==> src/rtl/dq_pkg.sv <==
// Package for the double-ended queue: depth, derived widths, operation and status codes.
// Used by double_ended_queue; depends on nothing else.
package dq_pkg;

  localparam int DEPTH = 16;
  localparam int IDX_W = $clog2(DEPTH);
  localparam int CNT_W = $clog2(DEPTH + 1);
  localparam int DATA_W = 32;

  localparam logic signed [DATA_W-1:0] EMPTY_MARK = '1;

  typedef enum logic [1:0] {
    ACT_PUSH_FRONT = 2'd0,
    ACT_PUSH_BACK  = 2'd1,
    ACT_POP_FRONT  = 2'd2,
    ACT_POP_BACK   = 2'd3
  } dq_action_e;

  typedef enum logic [1:0] {
    STAT_OK        = 2'd0,
    STAT_UNDERFLOW = 2'd1,
    STAT_OVERFLOW  = 2'd2
  } dq_status_e;

endpackage

==> src/rtl/double_ended_queue.sv <==
// A result is registered in the cycle after its word is accepted; a pop that leaves two or
// more entries first passes a read state, as the new end entry comes from the slot memory.
// Throughput: one word per cycle while the output is taken, except those pops, which
// hold off input in the read state while the registered read of the slot memory completes.
// Reset clears the head index, entry count, control state and output valid; the slot
// memory is not cleared, as every slot is written before it is read.
module double_ended_queue
  import dq_pkg::*;
(
  input  logic                     clk_i,
  input  logic                     rst_ni,
  input  logic                     in_valid_i,
  output logic                     in_ready_o,
  input  logic [1:0]               action_i,
  input  logic signed [DATA_W-1:0] value_i,
  output logic                     out_valid_o,
  input  logic                     out_ready_i,
  output logic [1:0]               status_o,
  output logic signed [DATA_W-1:0] popped_value_o,
  output logic signed [DATA_W-1:0] front_value_o,
  output logic signed [DATA_W-1:0] back_value_o,
  output logic [CNT_W-1:0]         item_count_o
);

  typedef enum logic {
    ST_IDLE,
    ST_READ
  } state_e;

  localparam logic [CNT_W:0]   DEPTH_EXT = (CNT_W + 1)'(DEPTH);
  localparam logic [CNT_W-1:0] DEPTH_CNT = CNT_W'(DEPTH);

  function automatic logic [IDX_W-1:0] ring_add(input logic [IDX_W-1:0] base,
                                                input logic [CNT_W-1:0] off);
    logic [CNT_W:0] sum;
    sum = (CNT_W + 1)'(base) + (CNT_W + 1)'(off);
    if (sum >= DEPTH_EXT) begin
      sum = sum - DEPTH_EXT;
    end
    return sum[IDX_W-1:0];
  endfunction

  logic signed [DATA_W-1:0] mem [DEPTH];
  logic signed [DATA_W-1:0] rd_data_q;

  state_e                   state_q, state_d;
  logic [IDX_W-1:0]         head_q, head_d;
  logic [CNT_W-1:0]         count_q, count_d;
  logic                     out_valid_q, out_valid_d;
  logic [1:0]               status_q, status_d;
  logic signed [DATA_W-1:0] popped_q, popped_d;
  logic signed [DATA_W-1:0] front_q, front_d;
  logic signed [DATA_W-1:0] back_q, back_d;
  logic                     rd_front_q, rd_front_d;

  logic             accept;
  logic             empty;
  logic             full;
  logic             mem_we;
  logic [IDX_W-1:0] wr_addr;
  logic [IDX_W-1:0] rd_addr;
  logic             needs_read;

  assign in_ready_o = (state_q == ST_IDLE) && (!out_valid_q || out_ready_i);
  assign accept     = in_valid_i && in_ready_o;
  assign empty      = (count_q == '0);
  assign full       = (count_q == DEPTH_CNT);
  assign needs_read = (count_q > CNT_W'(2));

  always_comb begin
    state_d     = state_q;
    head_d      = head_q;
    count_d     = count_q;
    out_valid_d = out_valid_q;
    status_d    = status_q;
    popped_d    = popped_q;
    front_d     = front_q;
    back_d      = back_q;
    rd_front_d  = rd_front_q;
    mem_we      = 1'b0;
    wr_addr     = ring_add(head_q, count_q);
    rd_addr     = ring_add(head_q, CNT_W'(1));

    if (out_valid_q && out_ready_i) begin
      out_valid_d = 1'b0;
    end

    if (state_q == ST_READ) begin
      state_d     = ST_IDLE;
      out_valid_d = 1'b1;
      if (rd_front_q) begin
        front_d = rd_data_q;
      end else begin
        back_d = rd_data_q;
      end
    end else if (accept) begin
      out_valid_d = 1'b1;
      popped_d    = '0;
      status_d    = STAT_OK;
      unique case (dq_action_e'(action_i))
        ACT_PUSH_FRONT, ACT_PUSH_BACK: begin
          if (full) begin
            status_d = STAT_OVERFLOW;
          end else begin
            mem_we  = 1'b1;
            count_d = count_q + CNT_W'(1);
            if (dq_action_e'(action_i) == ACT_PUSH_FRONT) begin
              head_d  = ring_add(head_q, DEPTH_CNT - CNT_W'(1));
              wr_addr = head_d;
              front_d = value_i;
              back_d  = empty ? value_i : back_q;
            end else begin
              back_d  = value_i;
              front_d = empty ? value_i : front_q;
            end
          end
        end
        ACT_POP_FRONT: begin
          if (empty) begin
            status_d = STAT_UNDERFLOW;
          end else begin
            popped_d   = front_q;
            head_d     = ring_add(head_q, CNT_W'(1));
            count_d    = count_q - CNT_W'(1);
            rd_front_d = 1'b1;
            if (count_q == CNT_W'(1)) begin
              front_d = EMPTY_MARK;
              back_d  = EMPTY_MARK;
            end else if (count_q == CNT_W'(2)) begin
              front_d = back_q;
            end else begin
              state_d     = ST_READ;
              out_valid_d = 1'b0;
            end
          end
        end
        ACT_POP_BACK: begin
          rd_addr = ring_add(head_q, count_q - CNT_W'(2));
          if (empty) begin
            status_d = STAT_UNDERFLOW;
          end else begin
            popped_d   = back_q;
            count_d    = count_q - CNT_W'(1);
            rd_front_d = 1'b0;
            if (count_q == CNT_W'(1)) begin
              front_d = EMPTY_MARK;
              back_d  = EMPTY_MARK;
            end else if (count_q == CNT_W'(2)) begin
              back_d = front_q;
            end else begin
              state_d     = ST_READ;
              out_valid_d = 1'b0;
            end
          end
        end
        default: begin
          status_d = STAT_OK;
        end
      endcase
    end
  end

  always_ff @(posedge clk_i or negedge rst_ni) begin
    if (!rst_ni) begin
      state_q     <= ST_IDLE;
      head_q      <= '0;
      count_q     <= '0;
      out_valid_q <= 1'b0;
      status_q    <= STAT_OK;
      popped_q    <= '0;
      front_q     <= EMPTY_MARK;
      back_q      <= EMPTY_MARK;
      rd_front_q  <= 1'b0;
    end else begin
      state_q     <= state_d;
      head_q      <= head_d;
      count_q     <= count_d;
      out_valid_q <= out_valid_d;
      status_q    <= status_d;
      popped_q    <= popped_d;
      front_q     <= front_d;
      back_q      <= back_d;
      rd_front_q  <= rd_front_d;
    end
  end

  always_ff @(posedge clk_i) begin
    if (mem_we) begin
      mem[wr_addr] <= value_i;
    end
    rd_data_q <= mem[rd_addr];
  end

  assign out_valid_o    = out_valid_q;
  assign status_o       = status_q;
  assign popped_value_o = popped_q;
  assign front_value_o  = front_q;
  assign back_value_o   = back_q;
  assign item_count_o   = count_q;

  // The entry count never passes the depth.
  assert property (@(posedge clk_i) disable iff (!rst_ni) count_q <= DEPTH_CNT)
    else $error("entry count exceeds depth");

  // A pop that leaves two or more entries enters the read state, with no result valid, to wait for the memory.
  assert property (@(posedge clk_i) disable iff (!rst_ni)
    accept && action_i[1] && needs_read |=> state_q == ST_READ && !out_valid_q)
    else $error("deep pop did not wait for the slot read");

  // The read state always ends with a result.
  assert property (@(posedge clk_i) disable iff (!rst_ni)
    state_q == ST_READ |=> state_q == ST_IDLE && out_valid_q)
    else $error("read cycle did not produce a result");

  // A successful push adds exactly one entry.
  assert property (@(posedge clk_i) disable iff (!rst_ni)
    accept && !action_i[1] && !full |=> count_q == $past(count_q) + CNT_W'(1))
    else $error("push did not add one entry");

  // Underflow is reported only on an empty queue.
  assert property (@(posedge clk_i) disable iff (!rst_ni)
    out_valid_q && status_q == STAT_UNDERFLOW |-> count_q == '0)
    else $error("underflow reported on a non-empty queue");

endmodule
==> config.mk <==
export PLATFORM = sky130hd
export DESIGN_NAME = double_ended_queue
export DESIGN_NICKNAME = d
export VERILOG_FILES = /design/src/rtl/dq_pkg.sv /design/src/rtl/double_ended_queue.sv
export SDC_FILE = /design/constraint.sdc
export NUM_CORES = 1
export LEC_CHECK = 0
export BUFFER_PORTS_ARGS = -buffer_cell sky130_fd_sc_hd__clkbuf_2
export CAP_MARGIN = 20
export CORE_MARGIN = 2
export CORE_UTILIZATION = 61
export DETAILED_ROUTE_END_ITERATION = 7
export GPL_ROUTABILITY_DRIVEN = 0
export PLACE_DENSITY = 0.83
export SETUP_SLACK_MARGIN = 0.02
export SLEW_MARGIN = 10
export SYNTH_ARGS = -nofsm -noshare
export SYNTH_HDL_FRONTEND = slang
export SYNTH_SLANG_ARGS = --single-unit
export TNS_END_PERCENT = 10
==> constraint.sdc <==
create_clock -name clk_i -period 6 [get_ports clk_i]
set_input_delay 1.2 -clock clk_i [delete_from_list [all_inputs] [get_ports clk_i]]
set_output_delay 1.2 -clock clk_i [all_outputs]
set_load 0.05 [all_outputs]
-- Word-level counts from Yosys, hierarchy flattened
Memory sizes are Yosys's and may differ from the RTL's. A register that Yosys moved wholly into a read port is not among the register bits.
Index checks and enable logic that the tools add are counted.
- output and inout port bits: 105
- logic and storage cells: 135
- memories: 1
- memory bits (writable): 512
- input port bits: 38
- flip-flop bits (word level): 110
- memories (name ; words ; width ; rd ports ; clocked after memory_dff ; write ports ; line ; source):
    mem ; 16 ; 32 ; 1 ; 1 ; 1 ; double_ended_queue.sv:43 ; logic signed [DATA_W-1:0] mem [DEPTH];
- order comparisons: 4
- equal/unequal tests: 22
- bitwise operators: 1
- reduce and logical (&&, ||, !) cells: 19
- add/subtract/negate cells: 11
- multiplexer cells: 68
- operators with widths (kind ; count):
    32-bit 2-to-1 mux ; 21
    32-bit case mux with 3 select lines ; 2
    32-bit case mux with 2 select lines ; 1
    4-bit 2-to-1 mux ; 15
    1-bit 2-to-1 mux ; 22
    4-bit inequality test, second input constant ; 4
    8-bit AND reduction ; 2
    4-bit by 1-bit subtractor with 4-bit output, second input constant ; 4
    3-bit inequality test, second input constant ; 5
    4-bit by 5-bit adder with 6-bit output ; 2
    6-bit by 5-bit greater-or-equal comparator with 1-bit output, second input constant ; 2
    2-bit inequality test, second input constant ; 6
    5-bit greater-or-equal comparator, second input constant ; 2
    5-bit 2-to-1 mux ; 2
    5-bit case mux with 2 select lines ; 1
    4-bit case mux with 2 select lines ; 1
    6-bit AND reduction ; 1
    2-bit nonzero test ; 3
    4-bit by 1-bit adder with 5-bit output, second input constant ; 1
    4-bit by 4-bit adder with 5-bit output, second input constant ; 1
    5-bit by 1-bit adder with 5-bit output, second input constant ; 1
    5-bit by 1-bit == test with 1-bit output, second input constant ; 1
    5-bit by 2-bit == test with 1-bit output, second input constant ; 1
    5-bit == test, second input constant ; 1
    other kinds (19) ; 23

-- Longest topological paths before layout
- word-level depth: 8
- depth in mapped cells: 10
- mapped depth without buffers: 9

-- Least setup slack after synthesis
No wires, ideal clock.
- path type: reg-to-reg
- from: register count_q[1] (netlist: item_count_o[1])
- to: memory mem[4][0], enable pin
- stages on the path, launching flop included: 10
- path slack: 0.508 ns
- arrival: 5.031 ns
- path buffers: 1
- cells stage by stage: dfrtp_1 -> inv_1 -> ha_1 -> nor3b_1 -> a21oi_1 -> nand3_1 -> or4_1 -> and3_1 -> clkbuf_1 -> nor3_1
- longest elaborated chain between the ends: 8
- RTL lines (what ; line ; source):
    start, declared ; double_ended_queue.sv:48 ; logic [CNT_W-1:0] count_q, count_d;
    start signal, assigned ; double_ended_queue.sv:177 ; count_q <= count_d;
    4-bit by 5-bit adder with 6-bit output ; double_ended_queue.sv:36 ; sum = (CNT_W + 1)'(base) + (CNT_W + 1)'(off);
    6-bit by 5-bit greater-or-equal comparator with 1-bit output or 4-bit by 1-bit subtractor with 4-bit output (tied branches) ; double_ended_queue.sv:37, double_ended_queue.sv:38 ;
    4-bit 2-to-1 mux ; double_ended_queue.sv:37 ; if (sum >= DEPTH_EXT) begin
    4-bit 2-to-1 mux ; double_ended_queue.sv:107 ; if (dq_action_e'(action_i) == ACT_PUSH_FRONT) begin
    4-bit 2-to-1 mux ; double_ended_queue.sv:102 ; if (full) begin
    4-bit 2-to-1 mux ; double_ended_queue.sv:100 ; unique case (dq_action_e'(action_i))
    4-bit 2-to-1 mux ; double_ended_queue.sv:96 ; end else if (accept) begin
    4-bit 2-to-1 mux ; double_ended_queue.sv:88 ; if (state_q == ST_READ) begin
    end, declared ; double_ended_queue.sv:43 ;
Several ways; a longest one is shown, not always the timed one.

-- Final worst setup path
- from: register count_q[1] (netlist: item_count_o[1])
- to: memory mem[3][28], enable pin
The elaborated chain is that of the path after synthesis.

==> impl_metrics.ini <==
[routing]
num_vias = 17540
drt_iter0_markers = 2353
dr_pass1_iterations = 8
wirelength_um = 66030
route.detailed.wl_per_inst_um = 24.67
avgViaCountPerCell = 6.555
antenna_left = 0
post-route-drc-count = 0

[logic_synthesis]
synth.yosys.seq_area_share_pct = 71.36
yosys.area_share.xor_xnor_pct = 0.7532
ys.flop_type = edfxtp_1
synth_area_per_cell_um2 = 13.69
synth-edff-count = 512
top_cell_type_by_total_area_after_synthesis = edfxtp_1
netlist-cell-type-count = 53
synth.area.mux_share_pct = 4.268
syn_area_um2 = 26410
synth_top_family_by_area = compound AO/OA/AOI/OAI gates
postSynthRegisterBits = 654
async_flop_share_pct = 16.82
simple_gate_share_of_the_synthesized_area_pct = 8.920
area_contributors_post_synth = edfxtp_1 (58%), dfstp_2 (6.4%), dfrtp_1 (4.4%), nand2_1 (3.9%), mux2_2 (2.9%)
netlist.area_leader.share_pct = 58.21
synthesis.instances = 1929
synth_compound_gate_area_share_pct = 11.36
synth_warnings = 0
post_synth_fa_ha_maj_area_fraction_pct = 0.8621
synth_fp_nets = 1984

[floorplanning]
num_io_pins = 143
starting_density_of_the_core_pct = 61.59
die_height_um = 212.1
core-area_um2 = 42890
dieArea_um2 = 44980
die_w_um = 212.1
placementRows = 76

[cts]
cts.repair.resized = 0
cts.sink_count = 654
clkSlewWorstSetupHoldPaths_ns = 0.06
htree_num_levels = 2
clock_insertion_delay_worst_skew_ns = 0.63
cts.repair_timing.setup_buffer_count = 0
clock_tree_from_tritoncts = done
cts_made_buffers = 60
post_cts_hold_fix_bufs = 0
clockRootBuffer = clkbuf_16
cts-root-to-sink-buffers = 3

[timing]
drv_slew = 0
final.setup_skew_ns = 0.01504
fmax_mhz = 221.9
min_period_over_period_pct = 75.09
timing.final.setup_violations = 0
unrepaired_setup_endpoints_after_global_routing = no
whs_ns = 0.4795
final_period_minus_worst_setup_slack_ns = 4.506
finalHoldViolations = 0
maxSlewHeadroom_pct = 23.99
max_slew.worst_pin.slew_ns = 1.139
tns_ns = 0

[finish]
most-common-layout-cells = edfxtp_1 (512), nand2_1 (275), clkbuf_2 (141), a21oi_1 (129), o21ai_0 (103)
area_delta_synth_final_pct = 12.76
finalNetCount = 2094
final_common_cell = edfxtp_1
fill_cells = 2718
layout-drive-gt1-share_pct = 21.22

[place]
hpwl_um = 36690
portBuffers = 142

[setup_path]
data_required_critical_path_ns = 6.23
crit_fanout = 32
max_stage_delay_ns = 1.15
timing.critical_path.from_type = flip-flop
critPathKind = flip-flop to flip-flop
worst_ep_arrival_time_ns = 4.74
cp-end-kind = flip-flop
worstPathCellList = inv_1, ha_1, nor3b_1, a21oi_1, nand3_1, or4_1, a21o_1, and4_2
critical-path-slowest-cell = and4_2

[power]
worst_ir_drop_vdd_mv = 0.4643
static-leakage-power_uw = 0.01058
power_density_nw_per_um2 = 574.1

[global_route]
grt_max_degree = 104
grt.overflow.total = 0
antenna_violations_before_repair = 2
grtUsageTotal_pct = 29.53
first_pass_grt_wire_length_um = 100700
grt_pass1_vias = 17460

[run_status]
run_status = finished, final reports clean

[min_path]
holdCritPathClass = flip-flop to flip-flop

[flow_run]
max_cap_violations = 0
## cell families after synthesis
family | after synthesis
xor+xnor | 21
buf+inv | 150
compound gates | 462
fa+ha+maj | 17
flops | 654
simple gates | 521
mux | 104
## worst paths after layout
path | from | endpoint | slack [ns] | cells after the start
worst max-delay path | item_count_o[1] | mem[3][28] | 1.49 | 8
worst min-delay path | popped_value_o[8] | popped_value_o[8] | 0.48 | 2
worst max register to register | item_count_o[1] | mem[3][28] | 1.49 | 8
worst min register to register | popped_value_o[8] | popped_value_o[8] | 0.48 | 2
max in group asynchronous | rst_ni | front_value_o[18] | 4.21 | 2
min in group asynchronous | rst_ni | popped_value_o[6] | 0.69 | 1
## sequential cells by signal, summed over array words and instances, names as in the netlist
name	count
back_value_o	32
front_value_o	32
head_q	4
item_count_o	5
mem	512
out_valid_o	1
popped_value_o	32
rd_data_q	32
rd_front_q	1
state_q	1
status_o	2
## final cells by class
class                           instances  area, um2  area share (%)
Tap cell                              585      732.0           2.457
Sequential cell                       654      18850           63.28
Antenna cell                            3      7.507         0.02520
Clock buffer                           75       1629           5.469
Timing Repair Buffer                  187       1149           3.856
Inverter                               11      41.29          0.1386
Clock inverter                         36      307.8           1.033
Multi-Input combinational cell       1125       7071           23.74
## per-layer routing
metal / share of wire, % / global-route usage (%) / vias to the layer above
li1: - / - / 7584
met1: 38 / 40.79 / 8652
met2: 47 / 46.44 / 1123
met3: 11 / 6.174 / 181
met4: 3.2 / 11.75 / 0
met5: 0 / 0 / -
## critical path: cells and delay by family, from the launching register on
kind	cells	cell delay, ns
compound gates	2	0.87
fa+ha+maj	1	0.26
buf+inv	1	0.28
simple gates	4	2.20
flops	1	0.48
## synthesized netlist by cell type (2+ instances only)
cell	instances
buf_6	2
clkbuf_1	81
a21o_1	2
a32oi_2	5
nor2_1	83
nand2_1	277
a22oi_1	31
buf_4	7
and4_1	2
xnor2_1	11
edfxtp_1	512
mux2i_1	35
and3_1	25
nor3b_1	2
inv_1	11
dfrtp_1	46
o21ai_0	103
a311oi_1	45
a211oi_1	22
nand2b_1	4
or4_1	33
nand3_1	7
nor2b_1	3
a221oi_1	62
xor2_1	8
and2_1	2
nor4_1	23
buf_1	9
mux2_2	69
a21oi_1	137
dfxtp_1	32
o22ai_1	46
nand4_1	2
and2b_1	2
fa_1	2
ha_1	15
o31ai_1	3
buf_2	40
dfstp_2	64
nor3_1	51
## power by group
group	leakage [uW]	internal, uW	switching, uW	total [uW]
clock network	0.000950	2130	1630	3760
logic	0.00349	2040	5010	7050
registers	0.00614	5800	487	6280
total	0.0106	9970	7130	17100
## through the flow
step	total power [uW]	std cells	utilization (%)	worst slack (ns)	area, um2
2_1_floorplan	11260	1929	-	0.5081	26410
3_5_place_dp	13260	2560	64.82	1.435	27800
3_3_place_gp	12930	2558	64.71	1.461	27750
5_1_grt	17860	2674	69.44	1.193	29780
4_1_cts	17020	2671	69.33	1.542	29730
6_report	17100	2676	69.45	1.494	29780
(Power assumes the default switching activity.)
